--- src/rtl/adsr_pkg.sv ---
// ADSR envelope generator package: register indexes, constants, shaping helpers.
// No dependencies.
`timescale 1ns / 1ps
package adsr_pkg;
	localparam int unsigned MaxSegmentSamples = 1048575;
	localparam int unsigned RetriggerFadeSamples = 64;
	localparam int LenW = 20;
	localparam int PosW = 22;
	localparam int IncW = 25;
	localparam int CfgW = 20;
	localparam int IdxW = 3;

	localparam logic [IdxW-1:0] REG_ATTACK_LEN  = 3'd0;
	localparam logic [IdxW-1:0] REG_DECAY_LEN   = 3'd1;
	localparam logic [IdxW-1:0] REG_RELEASE_LEN = 3'd2;
	localparam logic [IdxW-1:0] REG_SUSTAIN     = 3'd3;
	localparam logic [IdxW-1:0] REG_ATTACK_SHP  = 3'd4;
	localparam logic [IdxW-1:0] REG_DECAY_SHP   = 3'd5;
	localparam logic [IdxW-1:0] REG_RELEASE_SHP = 3'd6;

	localparam logic [1:0] SHP_LINEAR = 2'd0;
	localparam logic [1:0] SHP_EXP    = 2'd1;

	localparam logic signed [47:0] One24   = 48'sh1000000;
	localparam logic signed [47:0] RampTop = 48'shFFFE00;
	localparam logic signed [47:0] LogGain = 48'sh5998;
	localparam logic signed [47:0] LogBias = 48'sh1A3D;
	localparam logic signed [47:0] Unity   = 48'sd32767;

	function automatic logic signed [47:0] floor_shr(input logic signed [47:0] v,
		input int n);
		floor_shr = v >>> n;
	endfunction

	function automatic logic signed [47:0] clamp_q15(input logic signed [47:0] v);
		if (v > Unity) clamp_q15 = Unity;
		else if (v < -Unity) clamp_q15 = -Unity;
		else clamp_q15 = v;
	endfunction
endpackage

--- src/rtl/adsr_envelope_generator.sv ---
// ADSR envelope generator top level: sequencer, shared multiplier and divider.
// Depends on adsr_pkg.
`timescale 1ns / 1ps
// Usage:
// Input channel (valid/ready) carries one sample tick: position and gate.
// Output channel (valid/ready) returns one level and is_idle per tick.
// Configuration is a plain write port (cfg_we, cfg_index, cfg_data); the user
// must write it only while idle, which the block does not enforce. Each request
// runs a small sequencer over one shared 26x26 multiplier and one radix-2
// restoring divider (48 steps, one a cycle). A note start runs two divisions,
// a release start one, and a logarithmic shape and an attack fade blend one
// each. One request at a time: ready is low from acceptance until the result
// has been taken, and the next request is taken in the cycle after that at the
// earliest.
// Reset: envelope idle, level 0, registers at their reset values.
// A stalled receiver holds the result; no new request is taken until it goes.
module adsr_envelope_generator
	import adsr_pkg::*;
#(
	parameter int unsigned MAX_SEGMENT_SAMPLES    = MaxSegmentSamples,
	parameter int unsigned RETRIGGER_FADE_SAMPLES = RetriggerFadeSamples
) (
	input  logic                    clk,
	input  logic                    arst_n,
	input  logic                    cfg_we,
	input  logic [IdxW-1:0]         cfg_index,
	input  logic [CfgW-1:0]         cfg_data,
	input  logic                    in_valid,
	output logic                    in_ready,
	input  logic [PosW-1:0]         position,
	input  logic                    gate,
	output logic                    out_valid,
	input  logic                    out_ready,
	output logic signed [15:0]      level,
	output logic                    is_idle
);
	typedef enum logic [9:0] {
		ST_IDLE  = 10'b0000000001,
		ST_START = 10'b0000000010,
		ST_DIVA  = 10'b0000000100,
		ST_DIVD  = 10'b0000001000,
		ST_RAMP  = 10'b0000010000,
		ST_SHAPE = 10'b0000100000,
		ST_LOG   = 10'b0001000000,
		ST_FADE  = 10'b0010000000,
		ST_FIN   = 10'b0100000000,
		ST_OUT   = 10'b1000000000
	} state_t;

	typedef enum logic [2:0] {
		SEG_ATT, SEG_DEC, SEG_SUS, SEG_REL, SEG_REL_END, SEG_QUIET
	} seg_t;

	state_t state_q;
	seg_t   seg_q;

	logic [LenW-1:0] attack_len_q, decay_len_q, release_len_q;
	logic [14:0]     sustain_q;
	logic [1:0]      attack_shp_q, decay_shp_q, release_shp_q;

	logic idle_q, active_q;
	logic signed [15:0] prev_out_q, rel_from_q, fade_from_q, sus_lat_q;
	logic [PosW-1:0] prev_pos_q, pos_q;
	logic [LenW-1:0] lat_att_q, lat_dec_q, lat_rel_q;
	logic [IncW-1:0] att_inc_q, dec_inc_q, rel_inc_q;
	logic [1:0] shp_q;
	logic signed [47:0] ramp_q, l_q, val_q;

	// shared divider: 48-bit restoring, unsigned magnitudes
	logic [47:0] dnum_q, dquo_q, drem_q;
	logic [23:0] dden_q;
	logic [5:0]  dcnt_q;
	logic        dneg_q, dbusy_q;
	logic [48:0] rem_sh;
	assign rem_sh = {drem_q, dnum_q[47]};

	// shared multiplier; every operand fits in 26 signed bits
	logic signed [25:0] ma, mb;
	logic signed [47:0] mp;
	assign mp = 48'(ma * mb);

	function automatic logic [LenW-1:0] sat_len(input logic [CfgW-1:0] v);
		sat_len = (32'(v) > MAX_SEGMENT_SAMPLES) ? LenW'(MAX_SEGMENT_SAMPLES) : v[LenW-1:0];
	endfunction

	logic [LenW-1:0] fade_len;
	assign fade_len = (32'(lat_att_q) < RETRIGGER_FADE_SAMPLES) ? lat_att_q
		: LenW'(RETRIGGER_FADE_SAMPLES);

	logic [2:0] sub_q;

	assign in_ready = (state_q == ST_IDLE);
	assign out_valid = (state_q == ST_OUT);
	assign is_idle = idle_q;

	always_ff @(posedge clk or negedge arst_n) begin
		if (!arst_n) begin
			attack_len_q <= '0; decay_len_q <= '0; release_len_q <= '0;
			sustain_q <= 15'h7FFF;
			attack_shp_q <= '0; decay_shp_q <= '0; release_shp_q <= '0;
		end else if (cfg_we) begin
			unique case (cfg_index)
				REG_ATTACK_LEN:  attack_len_q <= sat_len(cfg_data);
				REG_DECAY_LEN:   decay_len_q <= sat_len(cfg_data);
				REG_RELEASE_LEN: release_len_q <= sat_len(cfg_data);
				REG_SUSTAIN:     sustain_q <= cfg_data[14:0];
				REG_ATTACK_SHP:  attack_shp_q <= cfg_data[1:0];
				REG_DECAY_SHP:   decay_shp_q <= cfg_data[1:0];
				REG_RELEASE_SHP: release_shp_q <= cfg_data[1:0];
				default: ;
			endcase
		end
	end

	// multiplier operand selection by state/substep
	always_comb begin
		ma = '0; mb = '0;
		unique case (state_q)
			ST_RAMP: begin
				ma = $signed({1'b0, seg_q == SEG_ATT ? att_inc_q :
					seg_q == SEG_DEC ? dec_inc_q : rel_inc_q});
				mb = $signed({4'd0, pos_q});
				if (seg_q == SEG_DEC) mb = $signed({4'd0, pos_q - PosW'(lat_att_q)});
			end
			ST_SHAPE: begin
				ma = 26'(l_q); mb = (shp_q == SHP_EXP) ? 26'(l_q) : 26'(LogGain);
			end
			ST_FIN: begin
				ma = 26'(l_q);
				unique case (seg_q)
					SEG_ATT: mb = 26'(Unity);
					SEG_DEC: mb = 26'(Unity - 48'(sus_lat_q));
					default: mb = 26'(48'(rel_from_q) * 2);
				endcase
			end
			ST_FADE: begin
				ma = 26'(l_q); mb = 26'(clamp_q15(val_q - 48'(fade_from_q)));
			end
			default: ;
		endcase
	end

	always_ff @(posedge clk or negedge arst_n) begin
		if (!arst_n) begin
			state_q <= ST_IDLE; seg_q <= SEG_QUIET;
			idle_q <= 1'b1; active_q <= 1'b0;
			prev_out_q <= '0; prev_pos_q <= '0;
			lat_att_q <= '0; lat_dec_q <= '0; lat_rel_q <= '0; sus_lat_q <= '0;
			att_inc_q <= '0; dec_inc_q <= '0; rel_inc_q <= '0;
			rel_from_q <= '0; fade_from_q <= '0;
			dbusy_q <= 1'b0; sub_q <= '0; level <= '0;
		end else begin
			// divider step
			if (dbusy_q) begin
				dnum_q <= {dnum_q[46:0], 1'b0};
				if (rem_sh >= {25'd0, dden_q}) begin
					drem_q <= 48'(rem_sh - {25'd0, dden_q});
					dquo_q <= {dquo_q[46:0], 1'b1};
				end else begin
					drem_q <= rem_sh[47:0];
					dquo_q <= {dquo_q[46:0], 1'b0};
				end
				dcnt_q <= dcnt_q - 6'd1;
				if (dcnt_q == 6'd1) dbusy_q <= 1'b0;
			end
			unique case (state_q)
				ST_IDLE: if (in_valid) begin
					pos_q <= position;
					if (!gate) begin
						if (idle_q) begin
							level <= '0; state_q <= ST_OUT; seg_q <= SEG_QUIET;
						end else if (active_q) begin
							lat_rel_q <= release_len_q; rel_from_q <= prev_out_q;
							active_q <= 1'b0; seg_q <= SEG_REL; shp_q <= release_shp_q;
							state_q <= ST_START;
						end else begin
							seg_q <= SEG_REL; shp_q <= release_shp_q; state_q <= ST_RAMP;
						end
					end else begin
						if (!active_q || position < prev_pos_q) begin
							lat_att_q <= attack_len_q; lat_dec_q <= decay_len_q;
							sus_lat_q <= {1'b0, sustain_q}; fade_from_q <= prev_out_q;
							idle_q <= 1'b0; active_q <= 1'b1; state_q <= ST_START;
						end else state_q <= ST_RAMP;
						prev_pos_q <= position;
						seg_q <= SEG_ATT;
					end
				end
				ST_START: begin
					// first divide: attack (or release) step
					dnum_q <= 48'(One24); drem_q <= '0; dquo_q <= '0;
					dden_q <= (seg_q == SEG_REL) ? 24'(lat_rel_q) : 24'(lat_att_q);
					dcnt_q <= 6'd48; dbusy_q <= 1'b1; state_q <= ST_DIVA;
				end
				ST_DIVA: if (!dbusy_q) begin
					if (seg_q == SEG_REL) begin
						rel_inc_q <= (lat_rel_q == '0) ? IncW'(One24) : dquo_q[IncW-1:0];
						state_q <= ST_RAMP;
					end else begin
						att_inc_q <= (lat_att_q == '0) ? IncW'(One24) : dquo_q[IncW-1:0];
						dnum_q <= 48'(One24); drem_q <= '0; dquo_q <= '0;
						dden_q <= 24'(lat_dec_q); dcnt_q <= 6'd48; dbusy_q <= 1'b1;
						state_q <= ST_DIVD;
					end
				end
				ST_DIVD: if (!dbusy_q) begin
					dec_inc_q <= (lat_dec_q == '0) ? IncW'(One24) : dquo_q[IncW-1:0];
					state_q <= ST_RAMP;
				end
				ST_RAMP: begin
					sub_q <= '0;
					if (seg_q == SEG_REL) begin
						if (pos_q < PosW'(lat_rel_q)) begin
							ramp_q <= RampTop - mp; state_q <= ST_SHAPE;
						end else begin
							level <= '0; prev_out_q <= '0; idle_q <= 1'b1;
							seg_q <= SEG_REL_END; state_q <= ST_OUT;
						end
					end else if (seg_q == SEG_DEC) begin
						// second pass: decay product now on the multiplier
						ramp_q <= RampTop - mp; state_q <= ST_SHAPE;
					end else if (pos_q < PosW'(lat_att_q)) begin
						ramp_q <= mp; shp_q <= attack_shp_q; state_q <= ST_SHAPE;
					end else if ({1'b0, pos_q} < 23'(lat_att_q) + 23'(lat_dec_q)) begin
						seg_q <= SEG_DEC; shp_q <= decay_shp_q;
					end else begin
						seg_q <= SEG_SUS; val_q <= 48'(sus_lat_q); state_q <= ST_FIN;
					end
				end
				ST_SHAPE: begin
					unique case (sub_q)
						3'd0: begin
							if (shp_q == SHP_LINEAR || shp_q == SHP_EXP)
								l_q <= 48'(signed'(ramp_q[24:9]));
							else l_q <= 48'(signed'(ramp_q[25:10]));
							sub_q <= 3'd1;
						end
						default: begin
							if (shp_q == SHP_LINEAR) begin
								state_q <= ST_FIN;
							end else if (shp_q == SHP_EXP) begin
								l_q <= 48'(signed'(mp[30:15]));
								state_q <= ST_FIN;
							end else begin
								// log: scaled / div, div = clamp(l + bias)
								val_q <= l_q + LogBias;
								ramp_q <= floor_shr(mp, 15) * 32768;
								state_q <= ST_LOG; sub_q <= '0;
							end
						end
					endcase
				end
				ST_LOG: begin
					if (sub_q == 3'd0) begin
						if (val_q == 0) begin
							l_q <= '0; state_q <= ST_FIN;
						end else begin
							dnum_q <= ramp_q[47] ? -ramp_q : ramp_q;
							dden_q <= (val_q > Unity - 1) ? 24'(Unity) :
								val_q[47] ? 24'(-val_q) : 24'(val_q);
							dneg_q <= ramp_q[47] ^ val_q[47];
							drem_q <= '0; dquo_q <= '0; dcnt_q <= 6'd48; dbusy_q <= 1'b1;
							sub_q <= 3'd1;
						end
					end else if (!dbusy_q) begin
						l_q <= 48'(signed'(16'((dneg_q ? -dquo_q : dquo_q) * 2)));
						state_q <= ST_FIN;
					end
				end
				ST_FIN: begin
					unique case (seg_q)
						SEG_ATT: begin
							val_q <= floor_shr(mp, 15);
							if (fade_len != '0 && pos_q < PosW'(fade_len)) begin
								dnum_q <= 48'(pos_q) * Unity; dden_q <= 24'(fade_len);
								drem_q <= '0; dquo_q <= '0; dcnt_q <= 6'd48; dbusy_q <= 1'b1;
								sub_q <= '0; state_q <= ST_FADE;
							end else begin
								level <= 16'(clamp_q15(floor_shr(mp, 15)));
								prev_out_q <= 16'(clamp_q15(floor_shr(mp, 15)));
								state_q <= ST_OUT;
							end
						end
						SEG_DEC: begin
							if (l_q[47]) begin
								level <= sus_lat_q; prev_out_q <= sus_lat_q;
							end else begin
								level <= 16'(clamp_q15(48'(sus_lat_q) + floor_shr(mp, 15)));
								prev_out_q <= 16'(clamp_q15(48'(sus_lat_q) + floor_shr(mp, 15)));
							end
							state_q <= ST_OUT;
						end
						SEG_SUS: begin
							level <= 16'(clamp_q15(val_q)); prev_out_q <= 16'(clamp_q15(val_q));
							state_q <= ST_OUT;
						end
						default: begin
							level <= mp[47] ? '0 : 16'(floor_shr(mp, 16));
							prev_out_q <= mp[47] ? '0 : 16'(floor_shr(mp, 16));
							state_q <= ST_OUT;
						end
					endcase
				end
				ST_FADE: begin
					if (sub_q == 3'd0) begin
						if (!dbusy_q) begin
							l_q <= dquo_q; sub_q <= 3'd1;
						end
					end else begin
						level <= 16'(clamp_q15(48'(fade_from_q) + floor_shr(mp, 15)));
						prev_out_q <= 16'(clamp_q15(48'(fade_from_q) + floor_shr(mp, 15)));
						state_q <= ST_OUT;
					end
				end
				ST_OUT: if (out_ready) state_q <= ST_IDLE;
				default: state_q <= ST_IDLE;
			endcase
		end
	end
endmodule

--- config.mk ---
export PLATFORM = sky130hd
export DESIGN_NAME = adsr_envelope_generator
export DESIGN_NICKNAME = d
export VERILOG_FILES = /design/src/rtl/adsr_pkg.sv /design/src/rtl/adsr_envelope_generator.sv
export SDC_FILE = /design/constraint.sdc
export NUM_CORES = 2
export LEC_CHECK = 0
export ABC_AREA = 1
export BUFFER_PORTS_ARGS = -buffer_cell sky130_fd_sc_hd__clkbuf_2
export CAP_MARGIN = 20
export CORE_UTILIZATION = 37
export CTS_CLUSTER_DIAMETER = 40
export DETAILED_ROUTE_END_ITERATION = 8
export PLACE_DENSITY_LB_ADDON = 0.1
export SETUP_SLACK_MARGIN = 0.5
export SLEW_MARGIN = 20
export SYNTH_ARGS = -nofsm -noshare
export SYNTH_HDL_FRONTEND = slang
export SYNTH_SLANG_ARGS = --single-unit
export TNS_END_PERCENT = 20
--- constraint.sdc ---
create_clock -name clk -period 15.45 [get_ports clk]
set_input_delay 0.7725 -clock clk [delete_from_list [all_inputs] [get_ports clk]]
set_output_delay 0.7725 -clock clk [all_outputs]
set_load 0.02 [all_outputs]
# == Word level (Yosys, flattened, before mapping) ==
# Cells that the tools add are included.
# Widths: inputs -> output; s select.
# totals
register_bits,679
output_inout_bits,19
elab_cells,361
# op_classes
addsub,13
n_mul,2
magnitude_cmp,18
eq_ne,62
n_mux,175
n_bitwise,6
reduce_logical,49
# op_table
cell,count
$mux 48,47
$pmux 48 s4,3
$pmux 48 s3,2
$mux 16,17
$mux 24,8
$mux 10,18
$gt 48x16->1 const B,3
$mux 25,5
$pmux 26 s2,2
$pmux 26 s4,1
$pmux 10 s10,1
$lt 48x16->1 const B,2
$pmux 16 s3,2
$pmux 24 s4,1
$pmux 48 s2,1
$mux 26,3
$add 16x33->34,2
$gt 34x16->1 const B,2
$lt 34x16->1 const B,2
$lt 22x20->1,3
$pmux 16 s4,1
$logic_not 20->1,3
$ge 49x24->1,1
$add 48x14->48 const B,1
other kinds (75),194

# == Logic depth before layout (Yosys ltp) ==
# logic_depth
word_depth,13
ltp_mapped,84
depth_no_buf,82

# == Least setup slack after synthesis ==
# Ideal clock, no wire load.
# synth_timing
path_kind,flip-flop to flip-flop
start,register fade_from_q[15]
end,register level[14]
setup_time_ns,0.118
t_arrival_ns,12.438
t_required_ns,15.332
setup_slack_ns,2.894
path_stages_with_launch,73
synth_period_minus_slack_ns,12.556
cell_sequence,dfrtp_1 inv_1 ha_1 nand2_1 nor2_1 nand2_1 nor2_1 inv_1 nor2_1 nand2_1 nand4_1 nand2_1 inv_2 nand2_1 nor2_1 nand2_1 nor2_1 nand3_1 [37 not listed] nand2_1 nand2_1 a21oi_1 o21bai_1 xnor2_1 inv_1 or2_2 nor2_1 nand2_1 nor2_1 o211ai_1 nand3_1 buf_4 nand2_1 nand2_1 nand2_1 nand2_1 nand2_1
# synth_between
elab_chain_cells,13
elab_cells_between_ends,27
classes_between,3 x add/sub; 1 x mul; 8 x order compare; 15 x mux
# synth_lines
item,line,text
from (decl),adsr_envelope_generator.sv:62,"logic signed [15:0] prev_out_q, rel_from_q, fade_from_q, sus_lat_q;"
from (signal assigned),adsr_envelope_generator.sv:182,"sus_lat_q <= {1'b0, sustain_q}; fade_from_q <= prev_out_q;"
$sub 48x16->48,adsr_envelope_generator.sv:137,ma = 26'(l_q); mb = 26'(clamp_q15(val_q - 48'(fade_from_q)));
$lt 48x16->1,adsr_pkg.sv:37,else if (v < -Unity) clamp_q15 = -Unity;
$mux 26,adsr_pkg.sv:37,
$mux 26,adsr_pkg.sv:36,if (v > Unity) clamp_q15 = Unity;
$pmux 26 s4,adsr_envelope_generator.sv:118,unique case (state_q)
$mul 26x26->48,adsr_envelope_generator.sv:80,assign mp = 48'(ma * mb);
$add 16x33->34,adsr_envelope_generator.sv:288,"level <= 16'(clamp_q15(48'(sus_lat_q) + floor_shr(mp, 15)));"
$lt 34x16->1,adsr_pkg.sv:37,
$mux 16,adsr_pkg.sv:37,
$mux 16,adsr_pkg.sv:36,
$mux 16,adsr_envelope_generator.sv:285,if (l_q[47]) begin
$pmux 16 s3,adsr_envelope_generator.sv:271,unique case (seg_q)
$pmux 16 s4 *,adsr_envelope_generator.sv:166,unique case (state_q)
to (signal assigned),adsr_envelope_generator.sv:279,"level <= 16'(clamp_q15(floor_shr(mp, 15)));"
to (signal assigned),adsr_envelope_generator.sv:286,level <= sus_lat_q; prev_out_q <= sus_lat_q;
to (signal assigned),adsr_envelope_generator.sv:288,
to (decl),adsr_envelope_generator.sv:34,"output logic signed [15:0] level,"
# Mark *: on every way between the ends. The rest lies on a longest branch, timed or not. The select of a mux whose other input is x is not followed.
# A chain may end at the register's enable or synchronous reset.

# == Worst setup path in the final report ==
# layout_timing
start,register val_q[0]
end,register level[13]
# layout_between
elab_chain_cells,13
elab_cells_between_ends,31
classes_between,3 x add/sub; 1 x mul; 10 x order compare; 17 x mux
# layout_lines
item,line,text
from (decl),adsr_envelope_generator.sv:67,"logic signed [47:0] ramp_q, l_q, val_q;"
from (signal assigned),adsr_envelope_generator.sv:246,val_q <= l_q + LogBias;
from (signal assigned),adsr_envelope_generator.sv:273,"val_q <= floor_shr(mp, 15);"
$sub 48x16->48,adsr_envelope_generator.sv:137,
$lt 48x16->1,adsr_pkg.sv:37,
$mux 26,adsr_pkg.sv:37,
$mux 26,adsr_pkg.sv:36,
$pmux 26 s4,adsr_envelope_generator.sv:118,
$mul 26x26->48,adsr_envelope_generator.sv:80,
$add 16x33->34,adsr_envelope_generator.sv:288,
$lt 34x16->1,adsr_pkg.sv:37,
$mux 16,adsr_pkg.sv:37,
$mux 16,adsr_pkg.sv:36,
$mux 16,adsr_envelope_generator.sv:285,
$pmux 16 s3,adsr_envelope_generator.sv:271,
$pmux 16 s4 *,adsr_envelope_generator.sv:166,
# Marked as above.

==> reports/qor.yml <==
outcome:
  outcome: "completed"
setup_path:
  critPathMaxFanout: 14
  critPathMostFrequentCell: "sky130_fd_sc_hd__nand2_1"
  critical_path.max_stage_delay_ns: 0.57
  timing.setup.critical_path_class: "flop to flop"
  crit-reg2reg-capture: "level[13]"
  cp-end-kind: "flop"
  reg2reg_slack_ns: 1.07
  required_time_of_the_critical_path_ns: 16.07
  worst-endpoint-arrival_ns: 15.00
  timing.critical_path.to: "level[13]"
  crit_path_start_kind: "flop"
  timing.rr.start: "val_q[0]"
  worst_path_slowest_cell: "sky130_fd_sc_hd__fa_1"
  rr_worst_depth: 64
  worstSetupStartpoint: "val_q[0]"
placement:
  place.detailed.instances: 12900
  gp_routability_congestion: 1.07
  place_hpwl_um: 269000
  port_buffers: 69
min_path:
  timing.hold.worst.class: "input pin to flop"
  worst_hold_startpoint: "position[4]"
layout:
  drive_above_1_share: 0.0814
  fin_cells: 13100
  final_net_count: 11600
  post-route-util: 0.417
  syn_to_final_growth_pct: 11.5
grt:
  grt.met3_usage: 0.0619
  top_usage_layer: "met1"
  grt_start_max_net_pins: 171
  antenna_found_initial: 20
  global_route_wire_length_before_repair_um: 482000
  number_of_global_route_vias_before_repair: 69800
  grt_usage: 0.305
  groute.layer.met1.usage: 0.454
  grt_use_met2: 0.439
  grt.overflow.total: 0
synth:
  synth_simple_gate_area_share: 0.200
  synth_area_leaders: "sky130_fd_sc_hd__fa_1 (21%), sky130_fd_sc_hd__edfxtp_1 (13%), sky130_fd_sc_hd__nand2_1 (11%), sky130_fd_sc_hd__dfrtp_1 (10%), sky130_fd_sc_hd__inv_1 (9.5%)"
  ys_top_cells_by_count: "sky130_fd_sc_hd__nand2_1 (2319), sky130_fd_sc_hd__inv_1 (1987), sky130_fd_sc_hd__nor2_1 (840)"
  post_synth_instance_area_sq_um: 78600
  synth_edf_count: 343
  share_of_async_settable_or_async_resettable_flops_after_synthesis: 0.493
  synth-compound-area-share: 0.116
  synth_cell_type_count: 83
  synthCells: 10100
  yosysMostFrequentCell: "sky130_fd_sc_hd__nand2_1"
  yosys_most_used_dff: "sky130_fd_sc_hd__edfxtp_1"
  synthDominantAreaCellType: "sky130_fd_sc_hd__fa_1"
  yosys_warnings: 0
  synth.yosys.seq_area_share: 0.238
  top_cell_type_s_share_of_synthesized_area: 0.213
  yosys.area_share.adder: 0.289
  synth_area_per_cell_sq_um: 7.79
  yosys_register_bits: 677
  synthMuxAreaShare: 0.0164
  synth_top_family_by_area: "adder cells"
  synth_xor_area_frac: 0.0291
floorplan:
  core-area_sq_um: 210000
  initial_cell_density_of_the_core: 0.374
  fp.dieH_um: 463
  num_rows: 168
  die_width_um: 463
  ioPinCount: 70
  design.die.area_sq_um: 214000
detailed_routing:
  detail-route-antenna-nets: 0
  total_number_of_vias: 71000
  avgViaCountPerCell: 5.41
  detail_route.first_pass.iterations: 6
  routed_wirelength_um: 329000
  drtIter0Drc: 7652
  route.detailed.wl_per_inst_um: 25.1
  remaining_drc_errors: 0
sta:
  fin_crit_sh: 0.930
  grt_setup_unrepaired: "no"
  maxClockFrequency_mhz: 69.6
  timing.final.max_slew_violations: 0
  finalSetupViolCount: 0
  setup_tns_after_final_layout_ns: 0
  fin_worst_hold_slack_ns: 0.257
  worst_slew_margin_rel: 0.195
  number_of_endpoints_with_negative_hold_slack_in_the_final_report: 0
  tightestPinTransition_ns: 1.19
  layout_min_cycle_time_ns: 14.38
  final.setup_skew_ns: 0.0410
job:
  drv.max_cap_violation_count: 0
cts:
  numCtsBuffers: 110
  cts_sinks: 677
  tritoncts: "yes"
  cts_max_path_buffers: 3
  cts_htree_levels: 3
  clkLatencyLatePin_ns: 0.76
  cts.clk_slew.worst_paths_ns: 0.06
  cts.root.buffer_cell: "sky130_fd_sc_hd__clkbuf_16"
pwr:
  p_per_area_nw_per_um2: 226
  p_leak_uw: 0.0433
  max-vdd-ir-drop_mv: 0.709
worst min path at each step:
stage / slack, ns / cells after the start / endpoint
after floorplan: 0.45 / 2 / prev_out_q[0]
after global placement: 0.46 / 2 / release_len_q[5]
after detailed placement: 0.47 / 2 / prev_out_q[3]
after CTS: 0.21 / 1 / pos_q[4]
after global routing: 0.23 / 1 / pos_q[4]
final: 0.26 / 1 / pos_q[4]
layout make-up:
cell class / instances / area (sq um)
fillers: 21800 / 123000
well taps: 2805 / 3510
diodes: 5 / 12.5
clock inverters: 77 / 812
inverters: 2028 / 7640
flip-flops and latches: 677 / 18700
multi-input cells: 7091 / 51700
clock buffers: 132 / 2940
repair buffers: 308 / 2270
layer usage:
layer	routed length (um)	share of wire
met1	153000	0.47
met2	136000	0.41
met3	28100	0.085
met4	11500	0.035
met5	35	0.00011
metrics by stage:
step	total power, uW	setup slack [ns]	area [sq um]
floorplan	13200	2.89	78600
global placement	17100	-0.435	83300
detailed placement	17200	-0.391	83300
CTS	19800	0.632	87200
global route	22000	0.435	87600
finish	19800	1.07	87600
flip-flops by register name, summed over array words and instances (netlist names), 20 cells and up:
| register | flops |
|---|---|
| ramp_q | 48 |
| prev_pos_q | 22 |
| attack_len_q | 20 |
| decay_len_q | 20 |
| dden_q | 24 |
| val_q | 48 |
| lat_att_q | 20 |
| dnum_q | 48 |
| dec_inc_q | 25 |
| lat_rel_q | 20 |
| release_len_q | 20 |
| dquo_q | 48 |
| lat_dec_q | 20 |
| drem_q | 48 |
| rel_inc_q | 25 |
| l_q | 48 |
| att_inc_q | 25 |
| pos_q | 22 |
worst max-delay path, delay by kind of cell, from the launching register on:
family	cells	cell delay, ns
flops	1	0.39
compound gates	6	1.16
fa+ha+maj	11	5.04
simple gates	31	4.70
xor+xnor	3	0.59
buf+inv	13	2.28
where the power goes:
part / switching [uW] / leakage (uW) / total, uW / internal, uW
sequential: 486 / 0.00765 / 3030 / 2540
clock: 1040 / 0.00181 / 2520 / 1480
combinational: 8960 / 0.0339 / 14200 / 5250
total: 10500 / 0.0433 / 19800 / 9270
what timing repair did:
| item | in CTS | in global routing |
|---|---|---|
| resized for setup | 18 | 50 |
| pin swaps | 2 | 3 |
| endpoints found under the setup margin | 32 | 32 |
| hold buffers | 1 | 0 |
| endpoints found under the hold margin | 40 | 0 |
| setup buffers | 5 | 15 |
cell families after synthesis:
family / after synthesis
and+or+nand+nor: 3830
muxes: 117
xor gates and xnor gates: 259
buffers and inverters: 2326
other: 1
DFF: 677
adders and majority gates: 1312
AOI/OAI and AO/OA: 1560
cells in the final DEF, fill, tap and decap left out, types with 39 or more instances in the layout:
master / instances
sky130_fd_sc_hd__o31ai_1: 58
sky130_fd_sc_hd__buf_4: 228
sky130_fd_sc_hd__o22ai_1: 39
sky130_fd_sc_hd__a211oi_1: 63
sky130_fd_sc_hd__nor3_1: 119
sky130_fd_sc_hd__nand3_1: 277
sky130_fd_sc_hd__ha_1: 478
sky130_fd_sc_hd__edfxtp_1: 343
sky130_fd_sc_hd__clkbuf_16: 112
sky130_fd_sc_hd__xnor2_1: 84
sky130_fd_sc_hd__mux2_2: 96
sky130_fd_sc_hd__a21oi_1: 488
sky130_fd_sc_hd__dfrtp_1: 314
sky130_fd_sc_hd__o221ai_1: 58
sky130_fd_sc_hd__xor2_1: 163
sky130_fd_sc_hd__nand2_1: 2311
sky130_fd_sc_hd__nor4_1: 52
sky130_fd_sc_hd__nor2_1: 824
sky130_fd_sc_hd__fa_1: 830
sky130_fd_sc_hd__inv_1: 1979
sky130_fd_sc_hd__nand4_1: 102
sky130_fd_sc_hd__o21ai_0: 547
sky130_fd_sc_hd__o211ai_1: 65
sky130_fd_sc_hd__clkbuf_2: 68
Note: power is estimated with default switching activity, not from simulation.
